[src/hdl/assert_macros.svh]
`ifndef ASSERT_MACROS_SVH
`define ASSERT_MACROS_SVH

// same-cycle implication, checked outside reset
`define ASSERT_NOW(lbl, ante, cons) \
   lbl: assert property (@(posedge clock) disable iff (reset) (ante) |-> (cons)) \
      else $error("assertion failed");

// next-cycle implication, checked outside reset
`define ASSERT_NEXT(lbl, ante, cons) \
   lbl: assert property (@(posedge clock) disable iff (reset) (ante) |=> (cons)) \
      else $error("assertion failed");

`endif

[src/hdl/lzwe_pkg.sv]
package lzwe_pkg;

   localparam int TABLE_SLOTS   = 5003;
   localparam int MAX_CODE_BITS = 12;

   localparam int CODE_BITS = 12;
   localparam int SLOT_AW   = $clog2(TABLE_SLOTS);

   localparam logic [SLOT_AW-1:0]   LAST_SLOT  = SLOT_AW'(TABLE_SLOTS - 1);
   localparam logic [CODE_BITS-1:0] FULL_CODE  = CODE_BITS'((1 << MAX_CODE_BITS) - 1);
   localparam logic [CODE_BITS-1:0] CLEAR_CODE = CODE_BITS'(256);
   localparam logic [CODE_BITS-1:0] END_CODE   = CODE_BITS'(257);
   localparam logic [CODE_BITS-1:0] FIRST_FREE = CODE_BITS'(258);
   localparam logic [3:0]           START_WIDTH = 4'd9;
   localparam logic [31:0]          EMPTY_SLOT = 32'hffff_ffff;

   typedef struct packed {
      logic [7:0] data_byte;
      logic       last_byte;
   } req_item_type;

   typedef struct packed {
      logic [31:0] packed_word;
      logic        last_word;
   } rsp_item_type;

   typedef enum logic [3:0] {
      ST_SWEEP,
      ST_IDLE,
      ST_LOOK,
      ST_MISS,
      ST_MISS_CLR,
      ST_FIN_PREFIX,
      ST_FIN_CLR,
      ST_FIN_END,
      ST_FIN_FLUSH
   } state_type;

endpackage

[src/hdl/lzwe_rsp_queue.sv]
module lzwe_rsp_queue
   import lzwe_pkg::*;
(
   input  logic         clock,
   input  logic         reset,
   input  logic         push,
   input  rsp_item_type push_item,
   output logic         full,
   input  logic         pop,
   output logic         empty,
   output rsp_item_type head
);

   rsp_item_type mem_ff [4];
   logic [1:0]   wr_ff, wr_in;
   logic [1:0]   rd_ff, rd_in;
   logic [2:0]   cnt_ff, cnt_in;
   logic         do_push, do_pop;

   assign full    = (cnt_ff == 3'd4);
   assign empty   = (cnt_ff == 3'd0);
   assign head    = mem_ff[rd_ff];
   assign do_push = push && !full;
   assign do_pop  = pop && !empty;

   always_comb begin
      wr_in  = do_push ? wr_ff + 2'd1 : wr_ff;
      rd_in  = do_pop ? rd_ff + 2'd1 : rd_ff;
      cnt_in = cnt_ff + {2'b0, do_push} - {2'b0, do_pop};
   end

   always_ff @(posedge clock) begin
      if (reset) begin
         wr_ff  <= 2'd0;
         rd_ff  <= 2'd0;
         cnt_ff <= 3'd0;
      end else begin
         wr_ff  <= wr_in;
         rd_ff  <= rd_in;
         cnt_ff <= cnt_in;
      end
      if (do_push) begin
         mem_ff[wr_ff] <= push_item;
      end
   end

endmodule

[config.mk]
export PLATFORM = sky130hd
export DESIGN_NAME = lzwe_rsp_queue
export DESIGN_NICKNAME = d
export VERILOG_FILES = /design/src/hdl/assert_macros.svh /design/src/hdl/lzwe_pkg.sv /design/src/hdl/lzwe_rsp_queue.sv
export SDC_FILE = /design/constraint.sdc
export NUM_CORES = 1
export LEC_CHECK = 0
export ABC_CLOCK_PERIOD_IN_PS = 3210
export BUFFER_PORTS_ARGS = -buffer_cell sky130_fd_sc_hd__buf_2
export CAP_MARGIN = 20
export CORE_MARGIN = 2
export CORE_UTILIZATION = 45
export CTS_BUF_LIST = sky130_fd_sc_hd__clkbuf_4
export CTS_CLUSTER_DIAMETER = 200
export DETAILED_ROUTE_END_ITERATION = 6
export SYNTH_ARGS = -nofsm -noshare
export SYNTH_HDL_FRONTEND = slang
export SYNTH_SLANG_ARGS = --single-unit
[constraint.sdc]
create_clock -name clock -period 3.21 [get_ports clock]
set_input_delay 0.642 -clock clock [delete_from_list [all_inputs] [get_ports clock]]
set_output_delay 0.642 -clock clock [all_outputs]
set_load 0.005 [all_outputs]
==> results.txt, run 1 <==
CTS buffer count: 17
Rel. slew slack: 54.6%
leakage power: 2.10 nW
Post-synth EDFFs: 132
Tot GR Track Use: 14.9%
RD Place Congestion: 0.675
period utilization: 85.4%
Die ar.: 12600 um^2
Power Total: 4.39 mW
largest area contributor in the synthesized netlist: edfxtp_1
clock power share: 25.6%
worst vdd ir: 0.000496 V
die extent in y: 112 um
Final Max Slew Viols: 0
critical path cell sequence: buf_4 > mux4_2 > buf_2
first-pass GRT wire length: 13.7 mm
post-synth net total: 268
final WL: 8.79 mm
Setup violations, final: 0
Main synth FF type: edfxtp_1
DRT iter0 DRCs: 113
setup bufs post-CTS: 0
critical path peak fanout: 25
endpoints failing hold: 0
Post-Layout Cell Count: 469
area grow syn2layout: 15.5%
power density cells: 719 nW/um^2
crit path max-delay cell type: dfxtp_2
flops & latches, synth: 141
die span in x: 112 um
Critical Path Sink Type: primary output
clock sink count: 141
clock-pin slew of the registers on the worst-case setup and hold paths: 120 ps
Sequential Power Share: 52.2%
HP Class: in2reg
Hold Buf Count CTS: 0
drt pass-1 iters: 4
largest net degree at the start of global routing: 26
dpl ws: 725 ps
H-tree levels: 4
Worst EP required: 2570 ps
core area: 11400 um^2
Buffers on Ports: 71
initial antenna violation count: 0
n_diodes: 0
most common cell after layout, fill and taps aside: edfxtp_1
unrepaired setup endpoints after global routing: no
setup tns final: 0 ps
HPWL Detailed: 5.50 mm
I/O pin count: 72
Synth async-reset ratio: 0%
Synth Warn #: 0
CTS max path bufs: 2
synthesized area per cell: 23.6 um^2
clock root buffer master: clkbuf_4
Least-Margin Pin Slew: 680 ps
CP max stage delay: 790 ps
CP Launch Type: flop
setup slack after layout: 470 ps
Inst Count DP: 438
number of vias per cell: 5.15
internal power: 3.26 mW
most frequent cells in the layout: 132 x edfxtp_1, 71 x buf_2, 31 x mux4_2, 17 x clkbuf_4, 8 x inv_1
vias in the first global route: 2564
Routed Antenna Nets: 0
combinational power share: 22.2%
Fillers: 936
# Max-Cap Violations: 0
CP Class: reg2out
top-area cell type share of the netlist area: 75.0%
Peak Freq: 365 MHz
total gr overflow: 0
starting density of the core: 46.3%
post_cts resized: 0
final core utilization: 53.5%
Row Count: 39
CTS tree: yes
layout cell share with drive strength beyond 1: 45.7%
sw power: 1.13 mW
sequential area share after synthesis: 78.4%
total number of vias: 2415
clk_skew: 15.9 ps
drt wl/cell: 18.7 um
Area contributors post-synth: edfxtp_1 75%, mux4_2 13%, dfxtp_1 3.4%
switching power share of the total: 25.7%
Cell variety after synth: 25
Syn Std Cell Area: 5290 um^2
DRC Markers: 0
Mapped Cells: 224
Final nets: 358
fin crit period: 2740 ps
CP arrival: 2100 ps
status: completed
Worst-Skew Late Latency: 510 ps
final cells by class:
cell class | instances | area [um^2] | area share, %
clock buffers | 17 | 128 | 2.09
multi-input cells | 66 | 1020 | 16.8
clock inverters | 14 | 153 | 2.50
inverters | 8 | 30.0 | 0.492
repair buffers | 80 | 448 | 7.33
well taps | 143 | 179 | 2.93
flip-flops and latches | 141 | 4150 | 67.9
synth_stat cells, types with 3 or more instances:
| cell | count |
|---|---|
| edfxtp_1 | 132 |
| mux4_2 | 31 |
| dfxtp_1 | 9 |
| inv_1 | 8 |
| ha_1 | 6 |
| and2_1 | 4 |
| nor2_1 | 4 |
| buf_12 | 3 |
| buf_2 | 3 |
power by group through the flow:
stage | Clock (mW) | Sequential (mW) | Combinational, mW
2_1_floorplan | 0 | 2.30 | 0.713
3_3_place_gp | 0 | 2.33 | 1.00
3_5_place_dp | 0 | 2.34 | 1.01
4_1_cts | 1.16 | 2.29 | 1.01
5_1_grt | 1.23 | 2.31 | 1.08
6_report | 1.13 | 2.29 | 0.974
worst paths after layout:
| kind | endpoint | slack (ps) | cells after the start | start |
|---|---|---|---|---|
| worst max-delay path | head[30] | 470 | 3 | flop |
| worst min-delay path | mem_ff[0][1] | 330 | 1 | push_item[1] |
| worst max register to register | cnt_ff[2] | 960 | 10 | cnt_ff[1] |
| worst min register to register | flop | 490 | 2 | rd_ff[1] |
flip-flops by register name (all words and copies together), names as in the netlist, named ones only:
signal / flops
mem_ff: 132
rd_ff: 2
cnt_ff: 3
wr_ff: 2
metal layers:
metal | routed length, um | global-route usage [%] | vias up
li1 | - | - | 1104
met1 | 3680 | 18.0 | 1244
met2 | 4490 | 23.9 | 59
met3 | 482 | 5.83 | 8
met4 | 138 | 6.99 | 0
met5 | 0 | 0 | -
worst max-delay path: cells and delay by family (launching register included):
| kind | cells | cell delay, ps |
|---|---|---|
| buffers and inverters | 2 | 460 |
| flip-flops | 1 | 790 |
| multiplexers | 1 | 320 |
through the flow:
step                cell area [um^2]  hold WS (ps)
floorplan                       5290           459
global placement                5830           470
detailed placement              5830           482
CTS                             6110           273
global route                    6110           267
finish                          6110           331
logic make-up after synthesis:
logic type | synth area share [%]
compound gates | 0.615
flops | 78.4
fa+ha+maj | 1.80
mux | 14.4
buf+inv | 2.34
xor+xnor | 0.497
simple gates | 1.96
No activity file was read; power rests on OpenSTA's default activity.
==> inputs of run 2 (changes only) <==
- ABC_CLOCK_PERIOD_IN_PS: 3210 -> 3450
- clock period: 3.21 -> 3.45 ns (I/O delays scaled with it)
==> results.txt, run 2 (synthesis gave the netlist of run 1 again) <==
most common cell after layout, fill and taps aside: edfxtp_1
final WL: 8.88 mm (+1.1%)
die span in x: 112 um (unchanged)
CTS buffer count: 17 (unchanged)
CP Launch Type: flop
RD Place Congestion: 0.689 (+2.0%)
final instance area: 6110 um^2 (unchanged)
Die ar.: 12600 um^2 (unchanged)
Rel. slew slack: 38.9% (-16 points)
n_diodes: 0 (unchanged)
CTS max path bufs: 2 (unchanged)
Final nets: 355 (-0.84%)
H-tree levels: 4 (unchanged)
largest net degree at the start of global routing: 34 (+31%)
setup tns final: 0 ps (unchanged)
drt pass-1 iters: 4 (unchanged)
Worst EP required: 2760 ps (+190 ps)
largest reg by FF count: mem_ff
leakage power: 2.10 nW (-0.21%)
Final Max Slew Viols: 0 (unchanged)
most frequent cells in the layout: 132 x edfxtp_1, 71 x buf_2, 31 x mux4_2, 19 x clkbuf_4, 8 x inv_1
largest registers: mem_ff (132), cnt_ff (3)
first-pass GRT wire length: 13.9 mm (+1.8%)
GRT busiest layer: met2
HP Class: in2reg
CP arrival: 2090 ps (about the same)
Worst-Skew Late Latency: 520 ps (about the same)
M2 GR Usage: 25.1% (+1.2 points)
Row Count: 39 (unchanged)
DRT iter0 DRCs: 156 (+38%)
Critical Path Sink Type: primary output
Buffers & Inverters on Critical Path: 2 (unchanged)
I/O pin count: 72 (unchanged)
worst vdd ir: 0.000323 V (-35%)
RR Startpoint: cnt_ff[1]
total number of vias: 2425 (+0.41%)
clock root buffer master: clkbuf_4
clock-pin slew of the registers on the worst-case setup and hold paths: 110 ps (about the same)
Least-Margin Pin Slew: 916 ps (+235 ps)
die extent in y: 112 um (unchanged)
post_cts resized: 0 (unchanged)
layout cell share with drive strength beyond 1: 45.4% (-0.34 points)
Buffers on Ports: 71 (unchanged)
crit path max-delay cell type: dfxtp_2
CTS tree: yes
delay-heaviest family, CP: flip-flops
fin crit period: 2780 ps
final core utilization: 53.5% (unchanged)
Hold Buf Count CTS: 0 (unchanged)
clock sink count: 141 (unchanged)
critical path peak fanout: 10 (-60%)
area grow syn2layout: 15.5% (unchanged)
DRC Markers: 0 (unchanged)
max reg flops: 132 (unchanged)
critical path cell sequence: buf_4 > mux4_2 > buf_2
CP max stage delay: 560 ps (-230 ps)
CP Class: reg2out
initial antenna violation count: 0 (unchanged)
status: completed
grt met1 use: 18.6% (+0.67 points)
starting density of the core: 46.3% (unchanged)
drt wl/cell: 19.0 um (+1.5%)
Placed Area: 5790 um^2 (-0.60%)
total gr overflow: 0 (unchanged)
power density cells: 684 nW/um^2 (-4.8%)
clk_skew: 10.3 ps (-5.61 ps)
period utilization: 80.7%
# Max-Cap Violations: 0 (unchanged)
Routed Antenna Nets: 0 (unchanged)
core area: 11400 um^2 (unchanged)
Min-Delay Startpoint: push_item[11]
number of vias per cell: 5.19 (+0.84%)
Tot GR Track Use: 15.4% (+0.49 points)
HPWL Detailed: 5.43 mm (-1.3%)
Setup violations, final: 0 (unchanged)
Peak Freq: 359 MHz
endpoints failing hold: 0 (unchanged)
unrepaired setup endpoints after global routing: no
M3 GR Usage: 5.35% (-0.49 points)
setup bufs post-CTS: 0 (unchanged)
vias in the first global route: 2606 (+1.6%)
[run 2: layout make-up]
class | instances | area (um^2)
fill | 927 | 5310
sequential | 141 | 4150
multi-input combinational | 66 | 1020
timing repair buffer | 77 | 413
tap | 143 | 179
clock inverter | 13 | 173
clock buffer | 19 | 143
inverter | 8 | 30.0
[run 2: final timing paths]
kind,slack [ps],cells past startpoint,to
max,670,3,head[7]
min,380,1,mem_ff[0][11]
max reg2reg,1160,10,cnt_ff[2]
min reg2reg,500,2,flop
[run 2: per-layer routing]
metal | routed length (um) | vias up
met5 | 0 | -
met4 | 122 | 0
met3 | 478 | 10
met2 | 4700 | 60
met1 | 3580 | 1262
li1 | - | 1093
[run 2: report_power, final]
part	switching, mW	internal, mW
logic	0.386	0.491
clock network	0.553	0.584
registers	0.110	2.06
[run 2: per-stage QoR]
stage	setup slack [ps]	power (mW)	hold slack (ps)	instances
after floorplan	1130	2.80	459	224
after global placement	928	3.10	465	435
after detailed placement	881	3.11	485	435
after CTS	541	4.26	316	467
after global routing	486	4.40	311	467
final	665	4.18	379	467
