$ cat config.mk
export PLATFORM = sky130hd
export DESIGN_NAME = lzwe_req_queue
export DESIGN_NICKNAME = d
export VERILOG_FILES = /design/src/hdl/assert_macros.svh /design/src/hdl/lzwe_pkg.sv /design/src/hdl/lzwe_req_queue.sv
export SDC_FILE = /design/constraint.sdc
export NUM_CORES = 1
export LEC_CHECK = 0
export ABC_AREA = 0
export BUFFER_PORTS_ARGS = -buffer_cell sky130_fd_sc_hd__buf_2
export CORE_MARGIN = 2
export CORE_UTILIZATION = 30
export CTS_BUF_LIST = sky130_fd_sc_hd__clkbuf_4 sky130_fd_sc_hd__clkbuf_8 sky130_fd_sc_hd__clkbuf_16
export DETAILED_ROUTE_END_ITERATION = 10
export GPL_TIMING_DRIVEN = 0
export PLACE_DENSITY = 0.55
export SYNTH_ARGS = -nofsm -noshare
export SYNTH_HDL_FRONTEND = slang
export SYNTH_SLANG_ARGS = --single-unit
$ cat constraint.sdc
create_clock -name clock -period 2.4 [get_ports clock]
set_input_delay 0.48 -clock clock [delete_from_list [all_inputs] [get_ports clock]]
set_output_delay 0.48 -clock clock [all_outputs]
set_load 0.02 [all_outputs]
$ cat src/hdl/assert_macros.svh
`ifndef ASSERT_MACROS_SVH
`define ASSERT_MACROS_SVH

// same-cycle implication, checked outside reset
`define ASSERT_NOW(lbl, ante, cons) \
   lbl: assert property (@(posedge clock) disable iff (reset) (ante) |-> (cons)) \
      else $error("assertion failed");

// next-cycle implication, checked outside reset
`define ASSERT_NEXT(lbl, ante, cons) \
   lbl: assert property (@(posedge clock) disable iff (reset) (ante) |=> (cons)) \
      else $error("assertion failed");

`endif

$ cat src/hdl/lzwe_pkg.sv
package lzwe_pkg;

   localparam int TABLE_SLOTS   = 5003;
   localparam int MAX_CODE_BITS = 12;

   localparam int CODE_BITS = 12;
   localparam int SLOT_AW   = $clog2(TABLE_SLOTS);

   localparam logic [SLOT_AW-1:0]   LAST_SLOT  = SLOT_AW'(TABLE_SLOTS - 1);
   localparam logic [CODE_BITS-1:0] FULL_CODE  = CODE_BITS'((1 << MAX_CODE_BITS) - 1);
   localparam logic [CODE_BITS-1:0] CLEAR_CODE = CODE_BITS'(256);
   localparam logic [CODE_BITS-1:0] END_CODE   = CODE_BITS'(257);
   localparam logic [CODE_BITS-1:0] FIRST_FREE = CODE_BITS'(258);
   localparam logic [3:0]           START_WIDTH = 4'd9;
   localparam logic [31:0]          EMPTY_SLOT = 32'hffff_ffff;

   typedef struct packed {
      logic [7:0] data_byte;
      logic       last_byte;
   } req_item_type;

   typedef struct packed {
      logic [31:0] packed_word;
      logic        last_word;
   } rsp_item_type;

   typedef enum logic [3:0] {
      ST_SWEEP,
      ST_IDLE,
      ST_LOOK,
      ST_MISS,
      ST_MISS_CLR,
      ST_FIN_PREFIX,
      ST_FIN_CLR,
      ST_FIN_END,
      ST_FIN_FLUSH
   } state_type;

endpackage

$ cat src/hdl/lzwe_req_queue.sv
module lzwe_req_queue
   import lzwe_pkg::*;
(
   input  logic         clock,
   input  logic         reset,
   input  logic         push,
   input  req_item_type push_item,
   output logic         full,
   input  logic         pop,
   output logic         empty,
   output req_item_type head
);

   req_item_type mem_ff [2];
   logic         wr_ff, wr_in;
   logic         rd_ff, rd_in;
   logic [1:0]   cnt_ff, cnt_in;
   logic         do_push, do_pop;

   assign full    = (cnt_ff == 2'd2);
   assign empty   = (cnt_ff == 2'd0);
   assign head    = mem_ff[rd_ff];
   assign do_push = push && !full;
   assign do_pop  = pop && !empty;

   always_comb begin
      wr_in  = do_push ? !wr_ff : wr_ff;
      rd_in  = do_pop ? !rd_ff : rd_ff;
      cnt_in = cnt_ff + {1'b0, do_push} - {1'b0, do_pop};
   end

   always_ff @(posedge clock) begin
      if (reset) begin
         wr_ff  <= 1'b0;
         rd_ff  <= 1'b0;
         cnt_ff <= 2'd0;
      end else begin
         wr_ff  <= wr_in;
         rd_ff  <= rd_in;
         cnt_ff <= cnt_in;
      end
      if (do_push) begin
         mem_ff[wr_ff] <= push_item;
      end
   end

endmodule

==> metrics.txt, run 1 <==
CTS tree done; antenna-violating nets left 0; hold_sp push_item[8]; startpoint types flop; Cell Rows 19; min-delay worst type input pin to flop; cts bufs inserted 3; post-layout util 0.3824; clk sinks 23; Clk pin slew, worst setup/hold paths between 0.1 and 0.15 ns; Worst Hold Path EP mem_ff[0][8]; power density cells between 1000 and 1500 mW/mm²; cts hold-fix bufs 0; Synth warnings 0; mux share of post-synthesis cell area 0.1149; ys flop type edfxtp_1; Top cell by count, worst path buf_2; post-synthesis xor/xnor area fraction 0.01986; worst-margin pin slew 0.3817 ns; Post-synth EDFFs 18; dominant cells by area after synthesis edfxtp_1 (61%), dfxtp_1 (11%), mux2_1 (6.4%), mux2_2 (5.1%), ha_1 (2.8%); H-Tree Depth 1; Final setup viols 0; share of the synthesized area in the top cell type 0.6128; layout cells sized above 1 0.4390; Pwr Total around 1100 µW; cts repair resizes 0; Sum Neg Setup Slack 0 ns; Syn Nets 70; fillers approximately 270; DIE AREA 0.003390 mm²; Final HPWL DP 945.9 µm; clk_lat worst skew ~0.31 ns; sequential share of the synthesized area 0.7262; DR pass1 iterations 2; Cells after Synth between 50 and 60; vias per cell 4.310; GRT overflow 0; CP peak stage delay ~0.37 ns; clock buffer depth 2; Synth Area in Adders 0.02837; # diodes 0; r2r endpoint cnt_ff[1]; Max-Cap Viols 0; Worst R2R Start cnt_ff[0]; RSZ-0062 raised after global routing false; Synth async-reset ratio 0; main combinational cell family by area after synthesis multiplexers; Cell variety after synth 21; Max Freq around 540 MHz; final cycle utilization of the critical path 0.7776; Core Region ~0.0028 mm²; Simple-Gate Fraction of Synth Area 0.06667; Die Y about 58 µm; RD Place Congestion about 0.66; run status completed; critical-path cell list buf_2 > mux2_2 > buf_2; Worst R2R Setup Slack 0.82 ns; Worst Path Required around 1.9 ns; Post-CTS Setup Repair Bufs 0; DRC Markers 0; min Tclk post-route 1.866 ns; CP arrival between 1 and 1.5 ns; initial antenna violation count 0; synth cell count leaders edfxtp_1 (18), dfxtp_1 (5), mux2_1 (5); Synth Area per Inst ~16 µm²; num ports 24; compound-cell area share of the yosys netlist 0.02128; Worst Path Buf+Inv 2; port bufs 23; pin count of the biggest net entering global routing 14; root buffer selected by CTS clkbuf_4; fin nets between 90 and 100; hold-critical path depth 1; Worst path slowest cell mux2_2; Yosys top cell by area edfxtp_1; vias in the first global route about 490; first-pass GRT wire length about 2000 µm; CP Max Fanout 9; Leak about 0.00044 µW; Final Slew Violations 0; post-synthesis register bit count 23; synthesized area about 880 µm²; Wirelength per Cell between 10 and 15 µm; final hold violation count 0; initial core utilization 0.3171; routed wire length around 1300 µm; endpoint class of the critical path primary output; Iteration-0 DRC Markers 6; Syn-to-layout area delta 20.57%; top-count cell post-synth edfxtp_1; Tot GR Track Use 0.08506; Max rail drop VDD about 0.46 mV; DIE WIDTH 58.23 µm; crit path kind flop to primary output; Vias roughly 500; Reg2Reg Depth 8; worst rel slew slack 0.7452; Largest delay share family, worst path buffers and inverters; Worst Clk Skew between 0.01 and 0.015 ns
-- registers in the layout, summed over array words and instances (netlist names), named ones only --
signal,flops
mem_ff,18
rd_ff,1
cnt_ff,2
wr_ff,1
-- layout make-up --
class	instances	area [µm²]	area share
inverter	4	15.01	0.01412
clock buffer	3	22.52	0.02118
tap	31	38.79	0.03647
clock inverter	1	5.005	0.004706
timing repair buffer	23	115.1	0.1082
multi-input combinational	27	221.5	0.2082
buffer	1	5.005	0.004706
sequential	23	640.6	0.6024
-- cell families (layout without fill, tap and decap cells) --
| family | after synthesis | count (layout) |
|---|---|---|
| buffers and inverters | 5 | 32 |
| AOI/OAI and AO/OA | 3 | 3 |
| and+or+nand+nor | 11 | 11 |
| xor gates and xnor gates | 2 | 2 |
| adders and majority gates | 2 | 2 |
| muxes | 9 | 9 |
| DFF | 23 | 23 |
-- worst max path at each step --
stage / end / slack [ns] / cells past startpoint
4_1_cts: head[0] / 0.50 / 3
6_report: head[0] / 0.53 / 3
2_1_floorplan: cnt_ff[1] / 0.88 / 7
3_5_place_dp: cnt_ff[1] / 0.72 / 8
3_3_place_gp: cnt_ff[1] / 0.75 / 8
5_1_grt: head[0] / 0.47 / 3
-- worst register-to-register path, stage by stage (launching register included) --
cell      delay, ns
dfxtp_1        0.38
nand2b_2       0.16
nand2_1        0.06
ha_1           0.26
inv_1          0.04
ha_1           0.18
xor2_1         0.15
and2_1         0.15
nor3_1         0.12
-- routing by layer --
layer	GRT usage	up-vias	share of wire
met5	0	-	0
met4	0.02990	0	0.0098
met3	0.04241	2	0.067
met2	0.1396	15	0.48
met1	0.09571	219	0.44
li1	-	251	-
-- placed cells by master, fill, tap and decap left out --
master / netlist / layout
mux2_1: 5 / 5
and3_2: 1 / 1
xor2_1: 1 / 1
nor2b_1: 1 / 1
clkbuf_4: 0 / 3
xnor2_1: 1 / 1
nor3_1: 1 / 1
o21a_2: 1 / 1
mux2_2: 4 / 4
ha_1: 2 / 2
nor2_1: 4 / 4
dfxtp_1: 5 / 5
and2_1: 1 / 1
inv_2: 1 / 1
nand2_1: 1 / 1
a21oi_1: 1 / 1
o21ai_0: 1 / 1
nand2b_2: 1 / 1
or3_1: 1 / 1
inv_1: 3 / 3
clkinv_2: 0 / 1
buf_2: 1 / 24
edfxtp_1: 18 / 18
-- stage by stage --
stage | hold slack [ns] | instance area, µm² | instances | setup slack [ns]
floorplan | 0.4515 | 882.1 | 55 | 0.8824
global placement | 0.4709 | 1036 | 109 | 0.7507
detailed placement | 0.4850 | 1036 | 109 | 0.7230
CTS | 0.3351 | 1064 | 113 | 0.4968
global route | 0.3271 | 1064 | 113 | 0.4661
finish | 0.3500 | 1064 | 113 | 0.5338
-- power breakdown --
group	switching [µW]	internal [µW]	total, µW	leakage [µW]
clock	110	62.2	172	0.0000177
sequential	28.5	514	542	0.000209
combinational	233	162	395	0.000214
total	372	738	1110	0.000441
No activity file was read; power rests on OpenSTA's default activity.
==> inputs of run 2 (changes only) <==
--- a/config.mk
+++ b/config.mk
@@ -12,7 +12,7 @@
 export CTS_BUF_LIST = sky130_fd_sc_hd__clkbuf_4 sky130_fd_sc_hd__clkbuf_8 sky130_fd_sc_hd__clkbuf_16
 export DETAILED_ROUTE_END_ITERATION = 10
 export GPL_TIMING_DRIVEN = 0
-export PLACE_DENSITY = 0.55
+export PLACE_DENSITY = 0.56
 export SYNTH_ARGS = -nofsm -noshare
 export SYNTH_HDL_FRONTEND = slang
 export SYNTH_SLANG_ARGS = --single-unit
==> constraint.sdc (replaced) <==
create_clock -name clock -period 1.5 [get_ports clock]
set_input_delay 0.3 -clock clock [delete_from_list [all_inputs] [get_ports clock]]
set_output_delay 0.3 -clock clock [all_outputs]
set_load 0.02 [all_outputs]
==> metrics.txt, run 2 (same netlist as run 1, synthesis figures left out) <==
run status finished, violations left; failing checks setup timing; Clk pin slew, worst setup/hold paths 0.12 ns (about the same); Worst Hold Path EP mem_ff[1][5]; Non-Filler Instances 118 (+4.4%); RSZ-0062 raised after global routing true; Syn-to-layout area delta 42.84%; worst rel slew slack 0.8409 (+0.09562); Core Region 0.002781 mm² (unchanged); endpoint class of the critical path primary output; # diodes 0 (unchanged); Iteration-0 DRC Markers 2 (-4); Final setup viols 9 (+9); Die Y 58.23 µm (unchanged); vias per cell 4.517 (+4.8%); CP arrival 1.26 ns (-0.13 ns); initial core utilization 0.3171 (unchanged); Largest Register mem_ff; CP Max Fanout 5 (-4); commonest non-fill, non-tap cell in the layout edfxtp_1; DIE WIDTH 58.23 µm (unchanged); first-pass GRT wire length 2352 µm (+15%); Vias 533 (+9.4%); DR pass1 iterations 4 (+2); clk_lat worst skew 0.30 ns (about the same); Cell Rows 19 (unchanged); Worst R2R Start cnt_ff[1]; r2r endpoint cnt_ff[1]; DIE AREA 0.003390 mm² (unchanged); Worst Path Required 1.20 ns (-0.72 ns); routed wire length 1599 µm (+20%); CTS tree done; fin nets 103 (+5.1%); initial antenna violation count 0 (unchanged); Final Slew Violations 0 (unchanged); worst-margin pin slew 0.2387 ns (-0.1430 ns); pin count of the biggest net entering global routing 14 (unchanged); fillers 248 (-7.5%); Final HPWL DP 962.9 µm (+1.8%); min-delay worst type input pin to flop; post-layout util 0.4530 (+0.07063); Leak 0.0005167 µW (+17%); min Tclk post-route about 1.6 ns; Worst R2R Setup Slack 0.04 ns (-0.78 ns); hold-critical path depth 1 (unchanged); antenna-violating nets left 0 (unchanged); Max-Cap Viols 0 (unchanged); DRC Markers 0 (unchanged); cts bufs inserted 3 (unchanged); most frequent cells in the layout edfxtp_1 (18), buf_2 (14), buf_6 (11), mux2_4 (9); clock buffer depth 2 (unchanged); root buffer selected by CTS clkbuf_4; layout cells sized above 1 0.6322 (+0.1932); port bufs 23 (unchanged); Max rail drop VDD 1.159 mV (+150%); biggest regs mem_ff (18), cnt_ff (2); cts hold-fix bufs 0 (unchanged); Worst Clk Skew 0.0007385 ns (-0.01103 ns); worst setup margin -0.05624 ns (-0.5900 ns); RD Place Congestion 0.6088 (-7.1%); hold_sp push_item[5]; GRT overflow 0 (unchanged); final cycle utilization of the critical path 1.037; num ports 24 (unchanged); Wirelength per Cell 13.55 µm (+15%); Reg2Reg Depth 7 (-1); Tot GR Track Use 0.09780 (+0.01274); power density cells 1759 mW/mm² (+69%); final hold violation count 0 (unchanged); Placed Cells 109 (unchanged); max reg flops 18 (unchanged); H-Tree Depth 1 (unchanged); DP Worst Slack -0.06104 ns (-0.7840 ns); clk sinks 23 (unchanged); startpoint types flop; vias in the first global route 528 (+6.9%); crit path kind flop to primary output; Max Freq 642.6 MHz
[run 2: cell type report]
class / count / area [µm²] / share of cell area
buffer: 1 / 11.26 / 0.008937
clock buffer: 3 / 22.52 / 0.01787
clock inverter: 1 / 5.005 / 0.003972
inverter: 4 / 18.77 / 0.01490
multi-input combinational: 27 / 304.0 / 0.2413
sequential: 23 / 646.9 / 0.5134
tap: 31 / 38.79 / 0.03078
timing repair buffer: 28 / 212.7 / 0.1688
[run 2: metal layers]
| layer | wire length (µm) | vias up | track usage |
|---|---|---|---|
| li1 | - | 260 | - |
| met1 | 627 | 252 | 0.1044 |
| met2 | 839 | 19 | 0.1769 |
| met3 | 123 | 2 | 0.04464 |
| met4 | 8 | 0 | 0.01993 |
| met5 | 0 | - | 0 |
[run 2: timing repair]
| action | in CTS | in global routing |
|---|---|---|
| resized for setup | 42 | 3 |
| cloned | 1 | 0 |
| pin swaps | 3 | 1 |
| endpoints found under the setup margin | 19 | 10 |
| buffers inserted | 4 | 0 |
[run 2: worst max-delay path by stage]
stage	cells after the start	start	end	slack (ns)
after floorplan	7	cnt_ff[1]	cnt_ff[1]	0.03
after global placement	4	cnt_ff[0]	mem_ff[0][5]	-0.03
after detailed placement	4	cnt_ff[0]	mem_ff[0][8]	-0.06
after CTS	3	flop	head[3]	-0.08
after global routing	3	flop	head[4]	-0.11
final	3	flop	head[3]	-0.06
[run 2: through the flow]
step / instance area (µm²) / power, µW / setup TNS (ns) / hold slack [ns]
2_1_floorplan: 882.1 / 1339 / 0 / 0.3691
3_3_place_gp: 1036 / 1519 / -0.2604 / 0.4707
3_5_place_dp: 1036 / 1533 / -0.5964 / 0.4908
4_1_cts: 1245 / 2200 / -0.6239 / 0.1557
5_1_grt: 1260 / 2338 / -0.9686 / 0.1504
6_report: 1260 / 2216 / -0.4491 / 0.1718
[run 2: critical path: stages, from the launching register on]
cell	delay (ns)
dfxtp_2	0.38
buf_6	0.14
mux2_4	0.31
buf_6	0.13
[run 2: power breakdown]
group          leakage (µW)  internal (µW)  total [µW]  switching [µW]
Clock             0.0000177           99.5         282             182
Sequential         0.000211            835         902            66.6
Combinational      0.000288            556        1030             476
Total              0.000517           1490        2220             725
==> inputs of run 3 (changes only) <==
--- a/config.mk
+++ b/config.mk
@@ -13,6 +13,7 @@
 export DETAILED_ROUTE_END_ITERATION = 10
 export GPL_TIMING_DRIVEN = 0
 export PLACE_DENSITY = 0.56
+export REMOVE_ABC_BUFFERS = 1
 export SYNTH_ARGS = -nofsm -noshare
 export SYNTH_HDL_FRONTEND = slang
 export SYNTH_SLANG_ARGS = --single-unit
==> metrics.txt, run 3 (same netlist as run 1, synthesis figures left out) <==
Die Y 58.23 µm (unchanged); Iteration-0 DRC Markers 9 (+7); CP Max Fanout 4 (-1); RD Place Congestion 0.6528 (+7.2%); Clk pin slew, worst setup/hold paths 0.13 ns (about the same); Max rail drop VDD 1.077 mV (-7.0%); num ports 24 (unchanged); most frequent cells in the layout edfxtp_1 (18), buf_2 (14), buf_6 (12), mux2_4 (9), nor2_1 (4); sequential share of power 0.405 (-0.002); max reg flops 18 (unchanged); vias in the first global route 521 (-1.3%); first-pass GRT wire length 2332 µm (-0.85%); H-Tree Depth 1 (unchanged); DR pass1 iterations 4 (unchanged); internal power 1513 µW (+1.5%); clk sinks 23 (unchanged); biggest regs mem_ff (18), cnt_ff (2); DIE WIDTH 58.23 µm (unchanged); DIE AREA 0.003390 mm² (unchanged); Syn-to-layout area delta 44.11%; routed wire length 1540 µm (-3.7%); worst-margin pin slew 0.2408 ns (+0.002096 ns); Worst Clk Skew 0.009028 ns (+0.008290 ns); grt met3 use 0.04464 (unchanged); port bufs 23 (unchanged); min Tclk post-route 1.544 ns (-0.01213 ns); power density cells 1762 mW/mm² (+0.14%); Net Sw Frac 0.3243 (-0.002797); final hold violation count 0 (unchanged); final cycle utilization of the critical path 1.029 (-0.008085); antenna-violating nets left 0 (unchanged); Largest Register mem_ff; min-delay worst type input pin to flop; Vias 518 (-2.8%); Worst Path Required 1.20 ns (about the same); CTS tree done; Final Slew Violations 0 (unchanged); Top Usage Layer GRT met2; RSZ-0062 raised after global routing true; clock buffer depth 2 (unchanged); Final setup viols 10 (+1); layout cells sized above 1 0.6552 (+0.02299); DRC Markers 0 (unchanged); cts hold-fix bufs 0 (unchanged); fin nets 103 (unchanged); Final HPWL DP 955.1 µm (-0.81%); startpoint types flop; crit path kind flop to primary output; initial antenna violation count 0 (unchanged); GRT overflow 0 (unchanged); failing checks setup timing; pin count of the biggest net entering global routing 14 (unchanged); combinational power share 0.468 (+0.002); clk_lat worst skew 0.31 ns (about the same); Leak 0.0005175 µW (+0.15%); CP arrival 1.24 ns (-0.02 ns); endpoint class of the critical path primary output; Clock power frac 0.127 (about the same); GRT met2 Usage 0.1542 (-0.02273); initial core utilization 0.3171 (unchanged); worst rel slew slack 0.8395 (-0.001397); vias per cell 4.390 (-2.8%); DP Worst Slack -0.06918 ns (-0.008141 ns); Reg2Reg Depth 7 (unchanged); Tot GR Track Use 0.09676 (-0.001042); GR Layer Usage met1 0.1170 (+0.01260); Core Region 0.002781 mm² (unchanged); cts bufs inserted 3 (unchanged); commonest non-fill, non-tap cell in the layout edfxtp_1; P_sw 726.2 µW (+0.18%); Max-Cap Viols 0 (unchanged); worst setup margin -0.04411 ns (+0.01213 ns); Sum Neg Setup Slack -0.3167 ns (+0.1324 ns); root buffer selected by CTS clkbuf_4; Cell Rows 19 (unchanged); Wirelength per Cell 13.05 µm (-3.7%); # diodes 0 (unchanged); hold-critical path depth 1 (unchanged); Max Freq 647.6 MHz (+0.79%); run status finished, violations left
## run 3: path summary, 6_finish.rpt
check / from / to / slack [ns]
worst min-delay path: push_item[5] / mem_ff[1][5] / 0.17
worst min register to register: wr_ff / wr_ff / 0.51
worst max-delay path: flop / head[5] / -0.04
worst max register to register: cnt_ff[1] / cnt_ff[1] / -0.01
## run 3: cell type report
cell class	count	area, µm²
fill	263	1510
multi-input combinational	27	309.0
timing repair buffer	29	227.7
clock buffer	3	22.52
sequential	23	649.4
tap	31	38.79
clock inverter	1	5.005
inverter	4	18.77
## run 3: worst max-delay path: stages, from the launching register on
cell and delay, ns:
dfxtp_4 0.38, buf_6 0.12, mux2_4 0.30, buf_6 0.13
## run 3: through the flow
| stage | utilization | hold slack (ns) | cell area [µm²] | cells | total power [µW] |
|---|---|---|---|---|---|
| 2_1_floorplan | - | 0.3691 | 877.1 | 54 | 1331 |
| 3_3_place_gp | 0.3707 | 0.4699 | 1031 | 108 | 1510 |
| 3_5_place_dp | 0.3707 | 0.4894 | 1031 | 108 | 1521 |
| 4_1_cts | 0.4494 | 0.1477 | 1250 | 118 | 2217 |
| 5_1_grt | 0.4570 | 0.1474 | 1271 | 118 | 2375 |
| 6_report | 0.4570 | 0.1657 | 1271 | 118 | 2239 |
## run 3: per-layer routing
metal  routed length, µm  share of wire
met4                  13         0.0084
met5                   0              0
met3                 141          0.092
met1                 676           0.44
met2                 709           0.46
## run 3: power by group through the flow
| stage | Sequential, µW | Clock [µW] | Combinational [µW] |
|---|---|---|---|
| finish | 906 | 284 | 1050 |
| floorplan | 897 | 0 | 434 |
| detailed placement | 923 | 0 | 598 |
| global route | 918 | 314 | 1140 |
| global placement | 919 | 0 | 591 |
| CTS | 906 | 300 | 1010 |
## run 3: timing repair
item,CTS,global route
setup buffers,6,0
setup endpoints to repair,19,19
resized for setup,43,5
pin swaps,5,5
